[src/rtl/hbr_pkg.sv]
package hbr_pkg;

  localparam int SAMPLE_W  = 16;
  localparam int COEF_W    = 18;  // Q2.16 coefficients, signed
  localparam int FRAC_BITS = 16;
  // Sum of |coef| times full-scale input stays below 2^33; one spare bit
  // keeps the rounding add safe.
  localparam int ACC_W     = 35;

  localparam int DOWN_TAPS = 43;
  localparam int UP_TAPS   = 42;
  localparam int N_CELLS   = (DOWN_TAPS > UP_TAPS) ? DOWN_TAPS : UP_TAPS;

  localparam int DOWN_ADV  = (DOWN_TAPS + 1) / 2 - 1;
  localparam int UP_ADV    = (UP_TAPS + 1) / 2 - 1;
  localparam int DOWN_FULL = DOWN_ADV + 1;
  localparam int UP_FULL   = UP_ADV + 1;
  localparam int UP_FLUSH  = UP_ADV + 1;
  localparam int DOWN_FLUSH = DOWN_ADV;

  localparam int MAX_FULL  = (DOWN_FULL > UP_FULL) ? DOWN_FULL : UP_FULL;
  localparam int MAX_FLUSH = (DOWN_FLUSH > UP_FLUSH) ? DOWN_FLUSH : UP_FLUSH;
  localparam int FILL_W    = $clog2(MAX_FULL + 1);
  localparam int PEND_W    = $clog2(MAX_FLUSH + 1);

  localparam int Q_DEPTH   = 4;
  localparam int Q_PTR_W   = $clog2(Q_DEPTH);
  localparam int Q_CNT_W   = $clog2(Q_DEPTH + 1);

  typedef logic signed [COEF_W-1:0] coef_t;
  typedef coef_t coef_arr_t [N_CELLS];

  localparam coef_arr_t DOWN_COEF = '{
    18'sd0, 18'sd0, 18'sd0, -18'sd69, 18'sd0, 18'sd164, 18'sd0, -18'sd321,
    18'sd0, 18'sd560, 18'sd0, -18'sd916, 18'sd0, 18'sd1443, 18'sd0,
    -18'sd2249, 18'sd0, 18'sd3622, 18'sd0, -18'sd6611, 18'sd0, 18'sd20745,
    18'sd32768,
    18'sd20745, 18'sd0, -18'sd6611, 18'sd0, 18'sd3622, 18'sd0, -18'sd2249,
    18'sd0, 18'sd1443, 18'sd0, -18'sd916, 18'sd0, 18'sd560, 18'sd0,
    -18'sd321, 18'sd0, 18'sd164, 18'sd0, -18'sd69, 18'sd0
  };

  // The interpolation filter has one tap less; the last cell gets zero.
  localparam coef_arr_t UP_COEF = '{
    18'sd0, 18'sd0, -18'sd138, 18'sd0, 18'sd329, 18'sd0, -18'sd641, 18'sd0,
    18'sd1121, 18'sd0, -18'sd1833, 18'sd0, 18'sd2885, 18'sd0, -18'sd4499,
    18'sd0, 18'sd7243, 18'sd0, -18'sd13223, 18'sd0, 18'sd41489,
    18'sd65536,
    18'sd41489, 18'sd0, -18'sd13223, 18'sd0, 18'sd7243, 18'sd0, -18'sd4499,
    18'sd0, 18'sd2885, 18'sd0, -18'sd1833, 18'sd0, 18'sd1121, 18'sd0,
    -18'sd641, 18'sd0, 18'sd329, 18'sd0, -18'sd138, 18'sd0,
    18'sd0
  };

  typedef enum logic {
    MODE_DOWN = 1'b0,
    MODE_UP   = 1'b1
  } mode_t;

  typedef struct packed {
    logic push;  // one sample enters the cell chain this cycle
    logic emit;  // the sum produced by this push is a result
    logic last;  // that result ends the stream
    logic clr;   // return all cells to zero
  } seq_ctl_t;

endpackage

[src/rtl/hbr_cell.sv]
module hbr_cell (
  input  logic                             clk,
  input  logic                             rst_n,
  input  logic                             clr,
  input  logic                             shift,
  input  hbr_pkg::coef_t                   coef,
  input  logic signed [hbr_pkg::SAMPLE_W-1:0] x,
  input  logic signed [hbr_pkg::ACC_W-1:0]    sum_in,
  output logic signed [hbr_pkg::ACC_W-1:0]    sum_out
);
  import hbr_pkg::*;

  logic signed [COEF_W+SAMPLE_W-1:0] prod;
  logic signed [ACC_W-1:0]           sum_nxt;
  logic signed [ACC_W-1:0]           sum_r;

  assign prod    = coef * x;
  assign sum_nxt = ACC_W'(prod) + sum_in;
  assign sum_out = sum_r;

  always_ff @(posedge clk) begin
    if (!rst_n || clr) begin
      sum_r <= '0;
    end else if (shift) begin
      sum_r <= sum_nxt;
    end
  end

endmodule

[config.mk]
export PLATFORM = sky130hd
export DESIGN_NAME = hbr_cell
export DESIGN_NICKNAME = d
export VERILOG_FILES = /design/src/rtl/hbr_pkg.sv /design/src/rtl/hbr_cell.sv
export SDC_FILE = /design/constraint.sdc
export NUM_CORES = 1
export LEC_CHECK = 0
export BUFFER_PORTS_ARGS = -buffer_cell sky130_fd_sc_hd__buf_2
export CAP_MARGIN = 10
export CELL_PAD_IN_SITES_DETAIL_PLACEMENT = 0
export CELL_PAD_IN_SITES_GLOBAL_PLACEMENT = 1
export CORE_MARGIN = 2
export CORE_UTILIZATION = 35
export CTS_CLUSTER_DIAMETER = 50
export DETAILED_ROUTE_END_ITERATION = 8
export GPL_ROUTABILITY_DRIVEN = 0
export PLACE_DENSITY = 0.6
export SLEW_MARGIN = 20
export SYNTH_ARGS = -nofsm -noshare
export SYNTH_HDL_FRONTEND = slang
export SYNTH_SLANG_ARGS = --single-unit
[constraint.sdc]
create_clock -name clk -period 8.35 [get_ports clk]
set_input_delay 1.67 -clock clk [delete_from_list [all_inputs] [get_ports clk]]
set_output_delay 1.67 -clock clk [all_outputs]
set_load 0.005 [all_outputs]
==> results by stage <==
Drt:
- The via density per instance is 4.65.
- The via count is 9474.
- The first routing iteration left 363 violations.
- The average detailed-routed wire length per instance is 16.3 um.
- The wire length after detailed routing is 33300 um.
- Once detail routing completed, the nets flagged for antenna violations numbered 0.
- The detailed-router iteration count before antenna repair is 4.
- For this run, design rule violations remaining after detail routing come to 0.

Status:
- The flow ran to the end, and the final reports show no timing, DRC or antenna violations.

Logic synthesis:
- The simple-gate share of the synthesized area is 13.9%.
- The combinational family with the most area after synthesis is adder cells.
- The cell count after synthesis is 1453.
- Ranked by total cell area, the synthesized netlist is headed by sky130_fd_sc_hd__fa_1 (49%), sky130_fd_sc_hd__inv_1 (11%), sky130_fd_sc_hd__ha_1 (9.7%).
- The number of synthesis warnings is 0.
- Counting every net in the synthesized netlist gives 1959.
- The top flip-flop cell by instance count after synthesis is sky130_fd_sc_hd__dfxtp_1.
- By count the netlist is led by sky130_fd_sc_hd__inv_1 (383), sky130_fd_sc_hd__fa_1 (329), sky130_fd_sc_hd__nand2_1 (166), sky130_fd_sc_hd__and2_1 (127), sky130_fd_sc_hd__ha_1 (104).
- The number of synthesized register bits is 35.
- sky130_fd_sc_hd__inv_1 is the most common cell in the netlist.
- The fraction of registers with async set/reset is 0%.
- In this run the biggest area consumer among cell types represents 49.2% of the synthesized area.
- The xor and xnor fraction of the mapped netlist area is 2.68%.
- The adder and majority cell fraction of the synthesized area is 58.9%.
- The count of different cell masters after synthesis is 49.
- The mux share of post-synthesis cell area is 1.87%.
- The share of the synthesized area in compound gates (AO/OA/AOI/OAI) is 5.22%.
- In this run the cell area of the synthesized design comes to 13400 um2.
- The portion of the post-synthesis area used by sequential elements is 5.23%.
- Averaged over all synthesized cells, the footprint is 9.22 um2.
- The leading area contributor after synthesis is sky130_fd_sc_hd__fa_1.
- Yosys mapped a number of flops with a built-in enable equal to 0.

Setup path:
- The kind of launch point of the worst setup path is an input port.
- For the worst setup path, the data arrival time is 7.74 ns.
- The cell count of the worst reg-to-reg path is 3.
- Along the worst path, the maximum fanout reaches 18.
- The type of the setup path with the least slack is in -> reg.
- The data required time of the critical path is 8.52 ns.
- The kind of capture point of the worst setup path is a register.

Clock network:
- The cell at the root of the clock tree is sky130_fd_sc_hd__clkbuf_16.
- TritonCTS built the clock tree.
- The number of buffers on the longest clock path is 2.
- The H-tree was split into 2 levels.
- The post-CTS setup-driven buffer insertion count is 0.
- The number of clock buffers inserted by TritonCTS is 5.
- The count of hold-fix buffers inserted at cts is 0.
- CTS saw 35 sinks.
- The clock slew at the register clock pins of the worst setup and hold paths is 0.05 ns.
- The clock network latency to the later pin of the worst-skew pair is 0.27 ns.
- Post-CTS repair changed the size of 0 cells.

Placed design:
- The HPWL after detailed placement is 29100 um.
- The setup slack after placement is 0.465 ns.
- The count of buffers from port buffering is 107.

GRT:
- The via count of the first global-routing pass is 10400.
- The maximum number of pins on one net before global-route repair is 45.
- The first-pass GRT wire length is 54500 um.
- The number of antenna violations at the first check in global routing came to 0.
- The total grt overflow is 0.
- The overall global routing resource usage is 17.7%.

STA:
- The actual transition at the worst max-transition pin is 1.00 ns.
- The number of slew-limit violations in the final report is 0.
- The worst-case headroom to the max-slew limit is 33.3%.
- The count of final hold-check violations was 0.
- The setup TNS is 0 ns.
- Setup repair after global routing left no endpoint under its margin.
- The final critical path takes up 90.7% of the cycle.
- The time the final worst path needs with I/O delays and setup is 7.58 ns.
- The maximum operating frequency is 132 MHz.
- The count of final setup violators is 0.
- In the post-route analysis, the smallest setup slack over all paths is 0.775 ns.
- Across the routed clock network, the largest skew measured is 0 ns.

Finish:
- From synthesis to final layout, the design area changed by 9.10%.
- Cells fill 38.8% of the core in the end.
- The register with the most flip-flops in the layout has 35 of them.
- The number of nets at the end of the flow is 2030.
- The repair_antennas step left the layout with diodes totalling 0.
- Cells with a size suffix above 1 make up 9.11% of the layout.

Die:
- The site row count is 71.
- The area of the die is 39800 um2.
- The floorplan step defined a core boundary enclosing 37700 um2.
- Measured along the y axis, the die boundary spans 200 um.
- The width of the die is 200 um.
- The count of pins on the block boundary is 108.
- The initial cell density of the core is 35.6%.

Min path:
- The min-delay analysis places its worst path in the category reg -> reg.
- The worst hold path was traced through 2 stages.

Run:
- The total of max-cap violations is 0.
[worst max-delay path: stages]
cell and delay (ns):
sky130_fd_sc_hd__buf_2 0.23, sky130_fd_sc_hd__nand2_1 0.20, sky130_fd_sc_hd__inv_1 0.09, sky130_fd_sc_hd__fa_1 0.67
sky130_fd_sc_hd__inv_1 0.12, sky130_fd_sc_hd__fa_1 0.56, sky130_fd_sc_hd__fa_1 0.52, sky130_fd_sc_hd__inv_1 0.05
sky130_fd_sc_hd__fa_1 0.49, sky130_fd_sc_hd__fa_1 0.49, sky130_fd_sc_hd__inv_1 0.05, sky130_fd_sc_hd__fa_1 0.47
sky130_fd_sc_hd__inv_1 0.04, sky130_fd_sc_hd__ha_1 0.35, sky130_fd_sc_hd__a21o_1 0.20, sky130_fd_sc_hd__a21o_1 0.17
sky130_fd_sc_hd__a221o_1 0.30, sky130_fd_sc_hd__a221o_1 0.31, sky130_fd_sc_hd__a31oi_2 0.22, sky130_fd_sc_hd__o21ai_2 0.10
sky130_fd_sc_hd__a31oi_1 0.20, sky130_fd_sc_hd__xor2_1 0.16, sky130_fd_sc_hd__o21ai_1 0.06
[routing by layer]
layer / track usage (%) / vias up / routed length, um
met3: 1.38 / 12 / 861
li1: - / 4371 / -
met2: 33.8 / 128 / 18100
met5: 0 / - / 0
met1: 22.6 / 4963 / 14000
met4: 1.62 / 0 / 267
[kinds of logic after synthesis]
group,after synthesis
buffers and inverters,435
and+or+nand+nor,386
AOI/OAI and AO/OA,98
muxes,25
adders and majority gates,433
DFF,35
xor gates and xnor gates,41
[path summary, 6_finish.rpt]
kind / start / end / slack (ns)
max: x[1] / sum_out[33] / 0.77
min: sum_out[34] / sum_out[34] / 0.45
max reg2reg: sum_out[30] / sum_out[30] / 7.59
min reg2reg: sum_out[34] / sum_out[34] / 0.45
[placed cells by master, fill, tap and decap left out, types with 3 or more instances in the layout]
cell type | netlist | layout
sky130_fd_sc_hd__o21a_1 | 4 | 4
sky130_fd_sc_hd__a31oi_1 | 3 | 3
sky130_fd_sc_hd__nand3_1 | 9 | 9
sky130_fd_sc_hd__o21ai_1 | 5 | 5
sky130_fd_sc_hd__nand2b_1 | 13 | 13
sky130_fd_sc_hd__dfxtp_1 | 35 | 35
sky130_fd_sc_hd__mux2i_1 | 25 | 25
sky130_fd_sc_hd__fa_1 | 329 | 329
sky130_fd_sc_hd__xnor2_1 | 26 | 26
sky130_fd_sc_hd__nand2_1 | 166 | 166
sky130_fd_sc_hd__a21o_1 | 12 | 12
sky130_fd_sc_hd__a21oi_1 | 24 | 24
sky130_fd_sc_hd__a21oi_2 | 4 | 4
sky130_fd_sc_hd__buf_4 | 0 | 9
sky130_fd_sc_hd__nor2_1 | 54 | 54
sky130_fd_sc_hd__ha_1 | 104 | 104
sky130_fd_sc_hd__o21ai_0 | 13 | 13
sky130_fd_sc_hd__xor2_1 | 15 | 15
sky130_fd_sc_hd__o211ai_1 | 4 | 4
sky130_fd_sc_hd__a211oi_1 | 5 | 5
sky130_fd_sc_hd__o21bai_1 | 5 | 5
sky130_fd_sc_hd__nor3_1 | 6 | 6
sky130_fd_sc_hd__buf_2 | 2 | 107
sky130_fd_sc_hd__clkbuf_16 | 0 | 5
sky130_fd_sc_hd__inv_1 | 383 | 383
sky130_fd_sc_hd__and2_1 | 127 | 127
[per-stage QoR]
stage                     hold slack, ns  instances  area [um2]
final                              0.451       2036       14600
after global routing               0.490       2036       14600
after CTS                          0.459       2036       14600
after detailed placement           0.452       2028       14400
after global placement             0.451       2028       14400
after floorplan                    0.442       1453       13400
[final cells by class]
class,count,area [um2]
Tap cell,511,639
Sequential cell,35,701
Inverter,383,1440
Fill cell,3999,23100
Multi-Input combinational cell,983,11100
Clock buffer,6,139
Timing Repair Buffer,116,603
Clock inverter,2,35.0
Power is not shown: default switching activity piles up to over one toggle a cycle in this logic, so the estimate is an artifact.
