`config.mk`:
```
export PLATFORM = sky130hd
export DESIGN_NAME = hbr_seq
export DESIGN_NICKNAME = d
export VERILOG_FILES = /design/src/rtl/hbr_pkg.sv /design/src/rtl/hbr_seq.sv
export SDC_FILE = /design/constraint.sdc
export NUM_CORES = 1
export LEC_CHECK = 0
export ABC_CLOCK_PERIOD_IN_PS = 3040
export BUFFER_PORTS_ARGS = -buffer_cell sky130_fd_sc_hd__buf_4
export CAP_MARGIN = 20
export CELL_PAD_IN_SITES_DETAIL_PLACEMENT = 1
export CELL_PAD_IN_SITES_GLOBAL_PLACEMENT = 1
export CORE_ASPECT_RATIO = 0.5
export CORE_MARGIN = 2
export CORE_UTILIZATION = 34
export DETAILED_ROUTE_END_ITERATION = 8
export PLACE_DENSITY = 0.9
export RECOVER_POWER = 50
export SETUP_SLACK_MARGIN = 0.15
export SLEW_MARGIN = 15
export SYNTH_ARGS = -nofsm -noshare
export SYNTH_HDL_FRONTEND = slang
export SYNTH_SLANG_ARGS = --single-unit
```
`constraint.sdc`:
```
create_clock -name clk -period 3.04 [get_ports clk]
set_clock_uncertainty 0.15 [all_clocks]
set_input_delay 0 -clock clk [delete_from_list [all_inputs] [get_ports clk]]
set_output_delay 0 -clock clk [all_outputs]
set_load 0.01 [all_outputs]
```
`src/rtl/hbr_pkg.sv`:
```
package hbr_pkg;

  localparam int SAMPLE_W  = 16;
  localparam int COEF_W    = 18;  // Q2.16 coefficients, signed
  localparam int FRAC_BITS = 16;
  // Sum of |coef| times full-scale input stays below 2^33; one spare bit
  // keeps the rounding add safe.
  localparam int ACC_W     = 35;

  localparam int DOWN_TAPS = 43;
  localparam int UP_TAPS   = 42;
  localparam int N_CELLS   = (DOWN_TAPS > UP_TAPS) ? DOWN_TAPS : UP_TAPS;

  localparam int DOWN_ADV  = (DOWN_TAPS + 1) / 2 - 1;
  localparam int UP_ADV    = (UP_TAPS + 1) / 2 - 1;
  localparam int DOWN_FULL = DOWN_ADV + 1;
  localparam int UP_FULL   = UP_ADV + 1;
  localparam int UP_FLUSH  = UP_ADV + 1;
  localparam int DOWN_FLUSH = DOWN_ADV;

  localparam int MAX_FULL  = (DOWN_FULL > UP_FULL) ? DOWN_FULL : UP_FULL;
  localparam int MAX_FLUSH = (DOWN_FLUSH > UP_FLUSH) ? DOWN_FLUSH : UP_FLUSH;
  localparam int FILL_W    = $clog2(MAX_FULL + 1);
  localparam int PEND_W    = $clog2(MAX_FLUSH + 1);

  localparam int Q_DEPTH   = 4;
  localparam int Q_PTR_W   = $clog2(Q_DEPTH);
  localparam int Q_CNT_W   = $clog2(Q_DEPTH + 1);

  typedef logic signed [COEF_W-1:0] coef_t;
  typedef coef_t coef_arr_t [N_CELLS];

  localparam coef_arr_t DOWN_COEF = '{
    18'sd0, 18'sd0, 18'sd0, -18'sd69, 18'sd0, 18'sd164, 18'sd0, -18'sd321,
    18'sd0, 18'sd560, 18'sd0, -18'sd916, 18'sd0, 18'sd1443, 18'sd0,
    -18'sd2249, 18'sd0, 18'sd3622, 18'sd0, -18'sd6611, 18'sd0, 18'sd20745,
    18'sd32768,
    18'sd20745, 18'sd0, -18'sd6611, 18'sd0, 18'sd3622, 18'sd0, -18'sd2249,
    18'sd0, 18'sd1443, 18'sd0, -18'sd916, 18'sd0, 18'sd560, 18'sd0,
    -18'sd321, 18'sd0, 18'sd164, 18'sd0, -18'sd69, 18'sd0
  };

  // The interpolation filter has one tap less; the last cell gets zero.
  localparam coef_arr_t UP_COEF = '{
    18'sd0, 18'sd0, -18'sd138, 18'sd0, 18'sd329, 18'sd0, -18'sd641, 18'sd0,
    18'sd1121, 18'sd0, -18'sd1833, 18'sd0, 18'sd2885, 18'sd0, -18'sd4499,
    18'sd0, 18'sd7243, 18'sd0, -18'sd13223, 18'sd0, 18'sd41489,
    18'sd65536,
    18'sd41489, 18'sd0, -18'sd13223, 18'sd0, 18'sd7243, 18'sd0, -18'sd4499,
    18'sd0, 18'sd2885, 18'sd0, -18'sd1833, 18'sd0, 18'sd1121, 18'sd0,
    -18'sd641, 18'sd0, 18'sd329, 18'sd0, -18'sd138, 18'sd0,
    18'sd0
  };

  typedef enum logic {
    MODE_DOWN = 1'b0,
    MODE_UP   = 1'b1
  } mode_t;

  typedef struct packed {
    logic push;  // one sample enters the cell chain this cycle
    logic emit;  // the sum produced by this push is a result
    logic last;  // that result ends the stream
    logic clr;   // return all cells to zero
  } seq_ctl_t;

endpackage

```
`src/rtl/hbr_seq.sv`:
```
module hbr_seq (
  input  logic                                clk,
  input  logic                                rst_n,
  input  logic                                cfg_wr_en,
  input  logic                                cfg_wr_data,
  input  logic                                in_valid,
  input  logic signed [hbr_pkg::SAMPLE_W-1:0] in_sample,
  input  logic                                in_last,
  input  logic                                room,
  output logic                                in_stall,
  output hbr_pkg::mode_t                      mode,
  output hbr_pkg::seq_ctl_t                   ctl,
  output logic signed [hbr_pkg::SAMPLE_W-1:0] push_x
);
  import hbr_pkg::*;

  mode_t             mode_r, mode_nxt;
  logic [FILL_W-1:0] fill_r, fill_nxt;
  logic              phase_r, phase_nxt;
  logic [PEND_W-1:0] pend_r, pend_nxt;
  logic              flush_r, flush_nxt;
  logic              clr_r, clr_nxt;

  logic              zero_push;
  logic              in_xfer;
  logic              push;
  logic              is_up;
  logic [FILL_W-1:0] full_c;
  logic [FILL_W-1:0] fill_new;
  logic              phase_new;
  logic [PEND_W-1:0] pend_after;
  logic              flush_after;
  logic              emit;
  logic              last;
  logic              final_push;

  assign is_up     = (mode_r == MODE_UP);
  // Pending zero pushes go first; a new sample waits until they are done.
  assign zero_push = (pend_r != '0) && room && !clr_r;
  assign in_stall  = !((pend_r == '0) && room && !clr_r);
  assign in_xfer   = in_valid && !in_stall;
  assign push      = zero_push || in_xfer;
  assign push_x    = zero_push ? '0 : in_sample;

  always_comb begin
    full_c    = is_up ? FILL_W'(UP_FULL) : FILL_W'(DOWN_FULL);
    fill_new  = (fill_r < full_c) ? fill_r + FILL_W'(1) : fill_r;
    phase_new = ~phase_r;
    if (zero_push) begin
      pend_after  = pend_r - PEND_W'(1);
      flush_after = flush_r;
    end else if (in_last) begin
      pend_after  = is_up ? PEND_W'(UP_FLUSH) : PEND_W'(DOWN_FLUSH);
      flush_after = 1'b1;
    end else begin
      pend_after  = is_up ? PEND_W'(1) : '0;
      flush_after = 1'b0;
    end
    if (is_up) begin
      emit = (fill_new == full_c);
    end else begin
      emit = (fill_new == full_c) && (phase_new == 1'(DOWN_FULL % 2));
    end
    // Decimation emits on every other push only, so a result one push
    // before the end of the flush is already the final one.
    last = flush_after && emit &&
           ((pend_after == '0) || (!is_up && (pend_after == PEND_W'(1))));
    final_push = push && flush_after && (pend_after == '0);
  end

  always_comb begin
    mode_nxt  = mode_r;
    fill_nxt  = fill_r;
    phase_nxt = phase_r;
    pend_nxt  = pend_r;
    flush_nxt = flush_r;
    clr_nxt   = 1'b0;
    if (cfg_wr_en) begin
      mode_nxt  = cfg_wr_data ? MODE_UP : MODE_DOWN;
      fill_nxt  = '0;
      phase_nxt = 1'b0;
      pend_nxt  = '0;
      flush_nxt = 1'b0;
    end else if (push) begin
      fill_nxt  = final_push ? '0 : fill_new;
      phase_nxt = final_push ? 1'b0 : phase_new;
      pend_nxt  = pend_after;
      flush_nxt = final_push ? 1'b0 : flush_after;
      clr_nxt   = final_push;
    end
  end

  always_ff @(posedge clk) begin
    if (!rst_n) begin
      mode_r  <= MODE_DOWN;
      fill_r  <= '0;
      phase_r <= 1'b0;
      pend_r  <= '0;
      flush_r <= 1'b0;
      clr_r   <= 1'b0;
    end else begin
      mode_r  <= mode_nxt;
      fill_r  <= fill_nxt;
      phase_r <= phase_nxt;
      pend_r  <= pend_nxt;
      flush_r <= flush_nxt;
      clr_r   <= clr_nxt;
    end
  end

  assign mode     = mode_r;
  assign ctl.push = push;
  assign ctl.emit = emit;
  assign ctl.last = last;
  // The chain clears in the cycle after the final push so that its sum can
  // still be read from the head cell.
  assign ctl.clr  = clr_r || cfg_wr_en;

endmodule

```
==> run summary <==
Worst Hold Class: primary input to register
Met2 Use GR: 41.9%
Delay-heaviest family, CP: simple AND/OR/NAND/NOR gates
H-Tree Level Count: 1
Min Hold Slack: 0.0808 ns
Final period util: 91.5%
Post-Synth XOR/XNOR Area: 3.07%
Post-Syn Instances: 147
Number of synthesized flops with an enable pin: 0
Setup Buffers After CTS: 0
Synth Area in Compound Gates: 19.8%
Final wirelength: 4.17 mm
Status: completed
Nets: 218
Initial antenna violation count: 0
CTS tree: built
Setup slack, reg-to-reg: 0.26 ns
Antenna diodes: 0
Pleak: 0.000629 uW
Layout Cells excl Fill: 230
Internal power: 400 uW
Mux cell area share after synthesis: 4.05%
Worst-Skew Late Latency: 0.25 ns
Die area: 3870 sq um
Vias in the first global route: 1,344
Syn nets: 174
Max VDD drop: 0.173 mV
Vias per inst: 5.52
RSZ-0062 raised after global routing: no
Sink Count: 14
Met3 usage: 4.39%
Clock power frac: 31.6%
Cell Rows: 14
Die Width: 86.0 microns
Cells after DPL: 223
Fill count: 391
Slowest stage delay, CP: 0.66 ns
Slew of the pin with the lowest slew margin: 0.802 ns
Worst-path cell chain: inv_1, ha_1, or4b_4, o21ai_1, inv_4, nand3_1, xor2_1, nor3_1
First-pass GRT wire length: 6.54 mm
Total core area: 3100 sq um
Mean routed wirelength per cell: 18.1 microns
Sw Share: 32.7%
DR vias: 1,270
Met1 GRT Util: 26.2%
Worst setup EP type: register
CTS clk-pin slew, worst paths: 0.07 ns
Ys flop type: dfxtp_1
Final ANT Viol Nets: 0
1st-iter DRT viols: 52
Cell taking the most area after synthesis: dfxtp_1
Net Switching: 195 uW
Post-synthesis sequential area ratio: 24.5%
Initial Util: 36.8%
GRT Util Overall: 22.1%
Buf/Inv on CP: 2
Synth warn: 0
GPL Wtd Cong: 0.845
Fmax: 0.360 GHz
Max Cap Viol: 0
Yosys cell types: 48
Synth top area cells: dfxtp_1 25%, and2_1 8.8%, nor2_1 5.3%, ha_1 4.4%, nand2_1 3.9%
Ys async rst share: 0%
Synth Area in Adders: 4.38%
Setup TNS: 0 ns
Share of layout cells above drive strength 1: 32.1%
Clock root buffer: clkbuf_8
Startpoint types: register
Worst Path Max Fanout: 10
Design Area, Final: 1540 sq um
Seq pwr share: 33.8%
Min Tclk post-route: 2.78 ns
I/O pin count: 45
Post-Syn Area: 1140 sq um
Gr ovfl total: 0
Busiest grt layer: met2
Slew Limit Fails: 0
Power per cell area: 386 nW/um^2
Required time of the critical path: 3.00 ns
Largest family of logic cells by synthesized area: simple AND/OR/NAND/NOR gates
I/O Buffers: 44
Final Hold Fails: 0
Worst slew margin: 46.1%
DP Wirelength: 2.89 mm
Comb pwr share: 34.6%
Clk buf depth: 2
Placed Area: 1480 sq um
Final setup fails: 0
Num CTS Buffers: 3
Mean Syn Cell Area: 7.77 sq um
Post-synth top area share: 24.5%
Slowest-stage cell, CP: o21ai_1
CP Data Arrival Time: 2.74 ns
Drt first pass iters: 4
Detailed-route DRC error count: 0
Area Overhead vs Synth: 34.8%
Largest net degree at the start of global routing: 24
Height of the die: 45.0 microns
Yosys reg bits: 14
Post-synthesis simple-gate area fraction: 38.3%
Crit path kind: register to register
## placed cells by master (no fill, tap or decap), drive strengths merged
master,instances
a31oi,1
dlygate4sd3,3
ha,4
or2,2
o311ai,1
a22oi,2
a22o,1
nand2,13
nor3b,4
nor4,1
a2bb2o,1
xnor2,1
mux2i,2
clkbuf,11
inv,4
dfxtp,14
nor2,16
and3,1
nor2b,3
or4b,1
o21ai,10
buf,38
and2,17
or3,1
o22ai,2
nor4b,2
a211oi,2
nor3,6
o32ai,2
nand3,4
mux2,2
a21oi,7
a31o,1
nand3b,2
nand2b,4
xor2,3
and4b,1
## worst paths after layout
check                 start        end  depth (start not counted)
setup / recovery  pend_r[0]  fill_r[2]                          8
hold / removal      in_last  pend_r[0]                          4
setup reg to reg  pend_r[0]  fill_r[2]                          8
hold reg to reg     phase_r    phase_r                          1
## power groups by stage
stage	sequential, uW	combinational (uW)	clock (uW)
2_1_floorplan	200	119	0
3_3_place_gp	203	194	0
3_5_place_dp	204	203	0
4_1_cts	200	213	191
5_1_grt	202	222	197
6_report	201	206	188
## Yosys cell counts, types with 2 or more instances
cell	number
dfxtp_1	14
nand2_1	12
inv_1	3
a22oi_1	2
o21ai_2	2
mux2i_1	2
ha_1	4
clkbuf_1	3
nor3b_1	4
or2_2	2
nand3b_1	2
nand2b_1	4
a21oi_1	7
o21ai_0	7
buf_4	3
and2_1	16
nor2b_1	2
buf_2	3
nor2_1	16
nor3_1	6
nand3_1	4
xor2_1	3
## logic make-up (layout without fill, tap and decap cells)
family	count (synthesis)	count (layout)
and+or+nand+nor	78	78
xor gates and xnor gates	4	4
adders and majority gates	4	4
DFF	14	14
AOI/OAI and AO/OA	30	30
buffers and inverters	13	56
muxes	4	4
## layout make-up
cell class                      instances  area, sq um  share of cell area, %
Clock buffer                            4         55.1                   3.57
Inverter                                4         17.5                   1.14
Multi-Input combinational cell        120          796                   51.7
Sequential cell                        14          280                   18.2
Tap cell                               40         50.0                   3.25
Timing Repair Buffer                   48          342                   22.2
## registers in the layout (all words and copies together), names as in the netlist
name / count
mode: 1
pend_r: 5
clr_r: 1
flush_r: 1
phase_r: 1
fill_r: 5
## what timing repair did
| action | CTS | global route |
|---|---|---|
| hold buffers | 3 | 0 |
| resized for setup | 1 | 2 |
| setup endpoints to repair | 1 | 1 |
| hold endpoints to repair | 2 | 0 |
## worst reg2reg max path: stages (launching register included)
cell	delay, ns
dfxtp_1	0.39
inv_1	0.16
ha_1	0.18
or4b_4	0.52
o21ai_1	0.66
inv_4	0.17
nand3_1	0.16
xor2_1	0.20
nor3_1	0.06
## metrics by stage
stage | power, uW | setup slack [ns] | utilization, %
after floorplan | 319 | 0.917 | -
after global placement | 397 | 0.655 | 47.8
after detailed placement | 407 | 0.516 | 47.8
after CTS | 603 | 0.212 | 50.7
after global routing | 621 | 0.117 | 49.7
final | 595 | 0.259 | 49.7
## metal layers
layer  share of wire, %  vias up
met3                4.2        8
met2                 52       35
li1                   -      602
met4                1.7        0
met1                 42      625
met5                  0        -
Power figures use the tool's default switching activity.
