### config.mk
export PLATFORM = sky130hd
export DESIGN_NAME = hbr_outq
export DESIGN_NICKNAME = d
export VERILOG_FILES = /design/src/rtl/hbr_pkg.sv /design/src/rtl/hbr_outq.sv
export SDC_FILE = /design/constraint.sdc
export NUM_CORES = 1
export LEC_CHECK = 0
export BUFFER_PORTS_ARGS = -buffer_cell sky130_fd_sc_hd__buf_4
export CORE_UTILIZATION = 55
export DETAILED_ROUTE_END_ITERATION = 6
export PLACE_DENSITY = 0.78
export SETUP_SLACK_MARGIN = 0.2
export SYNTH_ARGS = -nofsm -noshare
export SYNTH_HDL_FRONTEND = slang
export SYNTH_SLANG_ARGS = --single-unit
### constraint.sdc
create_clock -name clk -period 2.9 [get_ports clk]
set_clock_uncertainty 0.1 [all_clocks]
set_input_delay 0.145 -clock clk [delete_from_list [all_inputs] [get_ports clk]]
set_output_delay 0.145 -clock clk [all_outputs]
set_load 0.05 [all_outputs]
### src/rtl/hbr_pkg.sv
package hbr_pkg;

  localparam int SAMPLE_W  = 16;
  localparam int COEF_W    = 18;  // Q2.16 coefficients, signed
  localparam int FRAC_BITS = 16;
  // Sum of |coef| times full-scale input stays below 2^33; one spare bit
  // keeps the rounding add safe.
  localparam int ACC_W     = 35;

  localparam int DOWN_TAPS = 43;
  localparam int UP_TAPS   = 42;
  localparam int N_CELLS   = (DOWN_TAPS > UP_TAPS) ? DOWN_TAPS : UP_TAPS;

  localparam int DOWN_ADV  = (DOWN_TAPS + 1) / 2 - 1;
  localparam int UP_ADV    = (UP_TAPS + 1) / 2 - 1;
  localparam int DOWN_FULL = DOWN_ADV + 1;
  localparam int UP_FULL   = UP_ADV + 1;
  localparam int UP_FLUSH  = UP_ADV + 1;
  localparam int DOWN_FLUSH = DOWN_ADV;

  localparam int MAX_FULL  = (DOWN_FULL > UP_FULL) ? DOWN_FULL : UP_FULL;
  localparam int MAX_FLUSH = (DOWN_FLUSH > UP_FLUSH) ? DOWN_FLUSH : UP_FLUSH;
  localparam int FILL_W    = $clog2(MAX_FULL + 1);
  localparam int PEND_W    = $clog2(MAX_FLUSH + 1);

  localparam int Q_DEPTH   = 4;
  localparam int Q_PTR_W   = $clog2(Q_DEPTH);
  localparam int Q_CNT_W   = $clog2(Q_DEPTH + 1);

  typedef logic signed [COEF_W-1:0] coef_t;
  typedef coef_t coef_arr_t [N_CELLS];

  localparam coef_arr_t DOWN_COEF = '{
    18'sd0, 18'sd0, 18'sd0, -18'sd69, 18'sd0, 18'sd164, 18'sd0, -18'sd321,
    18'sd0, 18'sd560, 18'sd0, -18'sd916, 18'sd0, 18'sd1443, 18'sd0,
    -18'sd2249, 18'sd0, 18'sd3622, 18'sd0, -18'sd6611, 18'sd0, 18'sd20745,
    18'sd32768,
    18'sd20745, 18'sd0, -18'sd6611, 18'sd0, 18'sd3622, 18'sd0, -18'sd2249,
    18'sd0, 18'sd1443, 18'sd0, -18'sd916, 18'sd0, 18'sd560, 18'sd0,
    -18'sd321, 18'sd0, 18'sd164, 18'sd0, -18'sd69, 18'sd0
  };

  // The interpolation filter has one tap less; the last cell gets zero.
  localparam coef_arr_t UP_COEF = '{
    18'sd0, 18'sd0, -18'sd138, 18'sd0, 18'sd329, 18'sd0, -18'sd641, 18'sd0,
    18'sd1121, 18'sd0, -18'sd1833, 18'sd0, 18'sd2885, 18'sd0, -18'sd4499,
    18'sd0, 18'sd7243, 18'sd0, -18'sd13223, 18'sd0, 18'sd41489,
    18'sd65536,
    18'sd41489, 18'sd0, -18'sd13223, 18'sd0, 18'sd7243, 18'sd0, -18'sd4499,
    18'sd0, 18'sd2885, 18'sd0, -18'sd1833, 18'sd0, 18'sd1121, 18'sd0,
    -18'sd641, 18'sd0, 18'sd329, 18'sd0, -18'sd138, 18'sd0,
    18'sd0
  };

  typedef enum logic {
    MODE_DOWN = 1'b0,
    MODE_UP   = 1'b1
  } mode_t;

  typedef struct packed {
    logic push;  // one sample enters the cell chain this cycle
    logic emit;  // the sum produced by this push is a result
    logic last;  // that result ends the stream
    logic clr;   // return all cells to zero
  } seq_ctl_t;

endpackage

### src/rtl/hbr_outq.sv
module hbr_outq (
  input  logic                                clk,
  input  logic                                rst_n,
  input  hbr_pkg::seq_ctl_t                   ctl,
  input  logic signed [hbr_pkg::ACC_W-1:0]    acc,
  input  logic                                out_stall,
  output logic                                out_valid,
  output logic signed [hbr_pkg::SAMPLE_W-1:0] out_sample,
  output logic                                out_last,
  output logic                                room
);
  import hbr_pkg::*;

  localparam int Q_W = ACC_W - FRAC_BITS;

  typedef struct packed {
    logic signed [SAMPLE_W-1:0] sample;
    logic                       last;
  } q_entry_t;

  logic                 wr_r;
  logic                 last_r;
  logic [Q_PTR_W-1:0]   wr_ptr_r, wr_ptr_nxt;
  logic [Q_PTR_W-1:0]   rd_ptr_r, rd_ptr_nxt;
  logic [Q_CNT_W-1:0]   cnt_r, cnt_nxt;
  q_entry_t             q_mem [Q_DEPTH];

  logic signed [ACC_W-1:0] rnd;
  logic signed [Q_W-1:0]   q;
  logic                    pos_ovf;
  logic                    neg_ovf;
  logic signed [SAMPLE_W-1:0] sat;
  logic                    pop;

  // Round half up, then floor by the coefficient scale.
  assign rnd = acc + ACC_W'(1 << (FRAC_BITS - 1));
  assign q   = rnd[ACC_W-1:FRAC_BITS];
  assign pos_ovf = !q[Q_W-1] && (q[Q_W-2:SAMPLE_W-1] != '0);
  assign neg_ovf =  q[Q_W-1] && (q[Q_W-2:SAMPLE_W-1] != '1);

  always_comb begin
    if (pos_ovf) begin
      sat = {1'b0, {(SAMPLE_W-1){1'b1}}};
    end else if (neg_ovf) begin
      sat = {1'b1, {(SAMPLE_W-1){1'b0}}};
    end else begin
      sat = q[SAMPLE_W-1:0];
    end
  end

  assign out_valid  = (cnt_r != '0);
  assign out_sample = q_mem[rd_ptr_r].sample;
  assign out_last   = q_mem[rd_ptr_r].last;
  assign pop        = out_valid && !out_stall;
  // A push now lands in the queue in the next cycle; count it against the room.
  assign room       = (cnt_r + Q_CNT_W'(wr_r)) < Q_CNT_W'(Q_DEPTH);

  always_comb begin
    wr_ptr_nxt = wr_r ? wr_ptr_r + Q_PTR_W'(1) : wr_ptr_r;
    rd_ptr_nxt = pop ? rd_ptr_r + Q_PTR_W'(1) : rd_ptr_r;
    cnt_nxt    = cnt_r + Q_CNT_W'(wr_r) - Q_CNT_W'(pop);
  end

  always_ff @(posedge clk) begin
    if (!rst_n) begin
      wr_r     <= 1'b0;
      wr_ptr_r <= '0;
      rd_ptr_r <= '0;
      cnt_r    <= '0;
    end else begin
      wr_r     <= ctl.push && ctl.emit;
      wr_ptr_r <= wr_ptr_nxt;
      rd_ptr_r <= rd_ptr_nxt;
      cnt_r    <= cnt_nxt;
    end
  end

  always_ff @(posedge clk) begin
    last_r <= ctl.last;
    if (wr_r) begin
      q_mem[wr_ptr_r] <= '{sample: sat, last: last_r};
    end
  end

endmodule

==> results_tabular.tex <==
\begin{tabular}{lr}
\hline
Metric & Value \\
\hline
\multicolumn{2}{l}{\textbf{Status}} \\
\quad Run status & finished clean \\
\multicolumn{2}{l}{\textbf{Pwr}} \\
\quad Max rail drop VDD & $\sim$0.76 mV \\
\quad Clock Power Share & 0.297 \\
\quad Fraction of power spent switching nets & 0.310 \\
\quad Combinational fraction of design power & 0.298 \\
\quad Psw & 1.01 mW \\
\quad Relative contribution of sequential cells to total power & 0.405 \\
\quad Internal power of the cells & 2.24 mW \\
\quad Power density of the placed cells & a little under 800 nW/um\^{}2 \\
\quad Leakage & between 1 and 1.5 nW \\
\multicolumn{2}{l}{\textbf{Place}} \\
\quad Buffers on Ports & 44 \\
\quad Cell total after placement & 336 \\
\quad Gpl congestion & about 0.89 \\
\quad Pre-CTS setup slack & 0.402 ns \\
\quad Detailed-placement wirelength estimate & just over 4 mm \\
\multicolumn{2}{l}{\textbf{Clock tree}} \\
\quad Number of H-tree levels & 3 \\
\quad Post-CTS clock slew at the launch and capture registers of the worst setup and hold paths & 0.08 ns \\
\quad Maximum clock path buffer count & 2 \\
\quad Number of clock sinks seen by CTS & 79 \\
\quad Clock root buffer & clkbuf\_8 \\
\quad Number of CTS-inserted buffers & 9 \\
\quad Post CTS Setup Buffer Count & 0 \\
\quad Skew-Pair Late Insertion Delay & between 0.3 and 0.4 ns \\
\quad CTS tree & done \\
\multicolumn{2}{l}{\textbf{Critical path}} \\
\quad Critical Path End Type & flop \\
\quad Most prevalent standard cell on the critical path & buf\_4 \\
\quad End of the worst register-to-register path & cnt\_r[2]\$\_SDFF\_PN0\_ \\
\quad CP required & approximately 2.9 ns \\
\quad Register-to-Register Setup Slack & around 1.1 ns \\
\quad Kind of start point of the critical path & input port \\
\quad Crit path cell chain & buf\_4 > ha\_1 > or3b\_1 > o32ai\_1 > nand4\_1 > a22oi\_1 > mux2i\_2 > buf\_4 > o21ai\_0 \\
\quad Worst-case reg-to-reg path depth & 6 \\
\quad CP bufs+invs & 2 \\
\quad Gate family responsible for the most delay along the worst path & compound AO/OA/AOI/OAI gates \\
\quad Worst Setup Path Type & in -> reg \\
\quad Origin of the critical flop-to-flop path & cnt\_r[2]\$\_SDFF\_PN0\_ \\
\quad Worst path slowest cell & o21ai\_0 \\
\quad Maximum fanout count along the critical path & 12 \\
\quad Worst path arrival time & 2.17 ns \\
\quad Max incr delay on CP & 0.42 ns \\
\quad Instance count on the critical path & 9 \\
\multicolumn{2}{l}{\textbf{Timing}} \\
\quad Headroom to the max-slew limit & 0.676 \\
\quad Count of endpoints failing setup in the final report & 0 \\
\quad Unrepaired setup endpoints after global routing & false \\
\quad Peak Freq & 458 MHz \\
\quad Final count of hold timing violations & 0 \\
\quad Worst Slack Setup Final & 0.715 ns \\
\quad Actual slew at the worst max-slew pin & between 0.4 and 0.5 ns \\
\quad Slew Viols, Final & 0 \\
\quad Final worst-path cycle share & 0.754 \\
\quad Final period demand of the worst path & $\sim$2.2 ns \\
\quad Post-route setup TNS & 0 ns \\
\multicolumn{2}{l}{\textbf{Drt}} \\
\quad Detailed router's first-iteration violation count & 123 \\
\quad First-pass detailed-route iteration total & 4 \\
\quad Routed len/inst & roughly 17 um \\
\quad Remaining antenna violation count after routing & 0 \\
\quad Routed wire length & slightly above 6 mm \\
\quad Residual DRC count & 0 \\
\quad Vias & 1989 \\
\quad Routed via count divided by cell count & between 5 and 6 \\
\multicolumn{2}{l}{\textbf{Synth}} \\
\quad Net count after synthesis & between 200 and 300 \\
\quad Post-Synthesis Cell Area & approximately 3500 sq um \\
\quad Yosys reg bits & 79 \\
\quad Area leader, netlist & edfxtp\_1 \\
\quad Dominant cells by area after synthesis & edfxtp\_1 59\%, mux4\_2 11\%, dfxtp\_1 6.3\%, ha\_1 3.2\%, xor2\_1 2.8\% \\
\quad Sequential area share after synthesis & 0.652 \\
\quad Synthesized area divided by synthesized cell count & 16.3 sq um \\
\quad Unique masters post-synth & 38 \\
\quad Cells after synthesis & $\sim$210 \\
\quad Yosys warnings & 0 \\
\quad Proportion of netlist area held by the largest area contributor & 0.589 \\
\multicolumn{2}{l}{\textbf{Final layout}} \\
\quad Commonest non-fill, non-tap cell in the layout & edfxtp\_1 \\
\quad Ant diodes & 0 \\
\quad Highest-count cells in the layout ignoring fill and taps & 68 x edfxtp\_1, 54 x buf\_4, 17 x mux4\_2 \\
\quad Total of fill cells in the finished design & about 400 \\
\quad Final cell count without fillers & $\sim$360 \\
\quad Synthesis-to-layout area growth & 21.4\% \\
\quad Fraction of the core area covered by cells at the end of the flow & 0.703 \\
\quad Count of nets after finishing & about 330 \\
\quad Proportion of layout cells with a drive suffix above 1 & 0.327 \\
\multicolumn{2}{l}{\textbf{GRT}} \\
\quad Grt total ovfl & 0 \\
\quad Vias in the first global route & between 1500 and 2000 \\
\quad Wire length of the first global-routing pass & roughly 9.4 mm \\
\quad Pin count of the biggest net entering global routing & 18 \\
\quad Number of antenna violations at the first check in global routing & 0 \\
\quad Overall track demand over capacity in global routing & 0.204 \\
\multicolumn{2}{l}{\textbf{Floorplanning}} \\
\quad IO Pins & just over 60 \\
\quad Width of the die & roughly 81 um \\
\quad Number of rows created at floorplan & 28 \\
\quad Vert. Die Dim & 81.4 um \\
\quad Floorplan Core Area & approximately 6000 sq um \\
\quad Initial Utilization & 0.579 \\
\quad Die Outline Area & about 6600 sq um \\
\multicolumn{2}{l}{\textbf{Worst hold path}} \\
\quad Worst Min Path Start & acc[34] \\
\quad Hold-critical path endpoint & q\_mem[2][16]\$\_DFFE\_PP\_ \\
\quad Min-Delay Path Class & in -> reg \\
\quad Hold Path Cell Cnt & 2 \\
\multicolumn{2}{l}{\textbf{Flow run}} \\
\quad Number of max-cap violations & 0 \\
\hline
\end{tabular}
[registers in the layout, indices dropped and copies added (netlist names), named ones only]
name and flops:
rd_ptr_r 2, q_mem 68, cnt_r 3, wr_r 1, last_r 1, wr_ptr_r 2
[synthesized netlist by cell type]
library cell	number
nor3_4	1
nor2_1	5
o21a_1	1
buf_1	1
and4_2	1
nor4bb_1	1
edfxtp_1	68
buf_6	2
or3_1	1
o32ai_1	1
nand3_1	11
nand4_4	1
and3_1	4
and4_1	1
buf_2	2
mux4_2	17
nor2b_1	4
o2111ai_1	1
mux2i_2	1
nor3_1	3
a31oi_2	1
a2111oi_0	1
xor2_1	11
clkbuf_1	1
or3b_1	1
o21ai_1	2
inv_1	6
mux2i_1	1
dfxtp_1	11
and2_1	9
nand2_1	7
a21oi_1	1
nor3b_1	1
o21ai_0	12
a22oi_1	1
xnor2_1	8
nand4_1	3
ha_1	9
[per-stage QoR]
| stage | area, sq um | total power, mW | hold WS, ns |
|---|---|---|---|
| after global routing | 4210 | 3.37 | 0.147 |
| after floorplan | 3470 | 2.05 | 0.0727 |
| final | 4210 | 3.25 | 0.135 |
| after CTS | 4210 | 3.28 | 0.119 |
| after detailed placement | 3930 | 2.32 | 0.151 |
| after global placement | 3930 | 2.30 | 0.150 |
[how the worst max path moves through the flow]
| stage | from | endpoint | slack [ns] |
|---|---|---|---|
| floorplan | wr_r$_SDFF_PN0_ | cnt_r[2]$_SDFF_PN0_ | 0.80 |
| global placement | acc[15] | q_mem[2][2]$_DFFE_PP_ | 0.49 |
| detailed placement | acc[15] | q_mem[0][7]$_DFFE_PP_ | 0.40 |
| CTS | acc[15] | q_mem[0][7]$_DFFE_PP_ | 0.75 |
| global route | acc[15] | q_mem[0][1]$_DFFE_PP_ | 0.48 |
| finish | acc[15] | q_mem[0][7]$_DFFE_PP_ | 0.71 |
[logic make-up after synthesis]
group / after synthesis / share of synthesized area
flip-flops: 79 / 0.652
AND/OR/NAND/NOR: 54 / 0.0949
AO/OA/AOI/OAI: 21 / 0.0372
XOR/XNOR: 19 / 0.0480
multiplexers: 19 / 0.117
buffers and inverters: 12 / 0.0180
adder cells (fa/ha/maj): 9 / 0.0325
[final cells by class]
type	count	area [sq um]	area share
tap	75	93.8	0.0223
clock buffer	9	124	0.0294
sequential	79	2260	0.537
clock inverter	7	120	0.0285
multi-input combinational	122	1140	0.272
timing repair buffer	58	445	0.106
inverter	6	22.5	0.00535
[power groups by stage]
stage / Clock [mW] / Sequential [mW] / Combinational, mW
after floorplan: 0 / 1.33 / 0.717
after CTS: 0.982 / 1.32 / 0.983
after global routing: 1.02 / 1.32 / 1.03
after detailed placement: 0 / 1.34 / 0.976
after global placement: 0 / 1.34 / 0.963
final: 0.966 / 1.31 / 0.970
[timing repair]
action                                 CTS  global route
endpoints found under the hold margin    8             0
resized for setup                        0             0
hold buffers                             4             0
[layer usage]
metal,global-route usage,up-vias,share of wire
met5,0,-,0
met3,0.0356,5,0.039
met1,0.252,976,0.43
met2,0.344,51,0.53
met4,0.107,0,0.0073
li1,-,957,-
No activity file was read; power rests on OpenSTA's default activity.
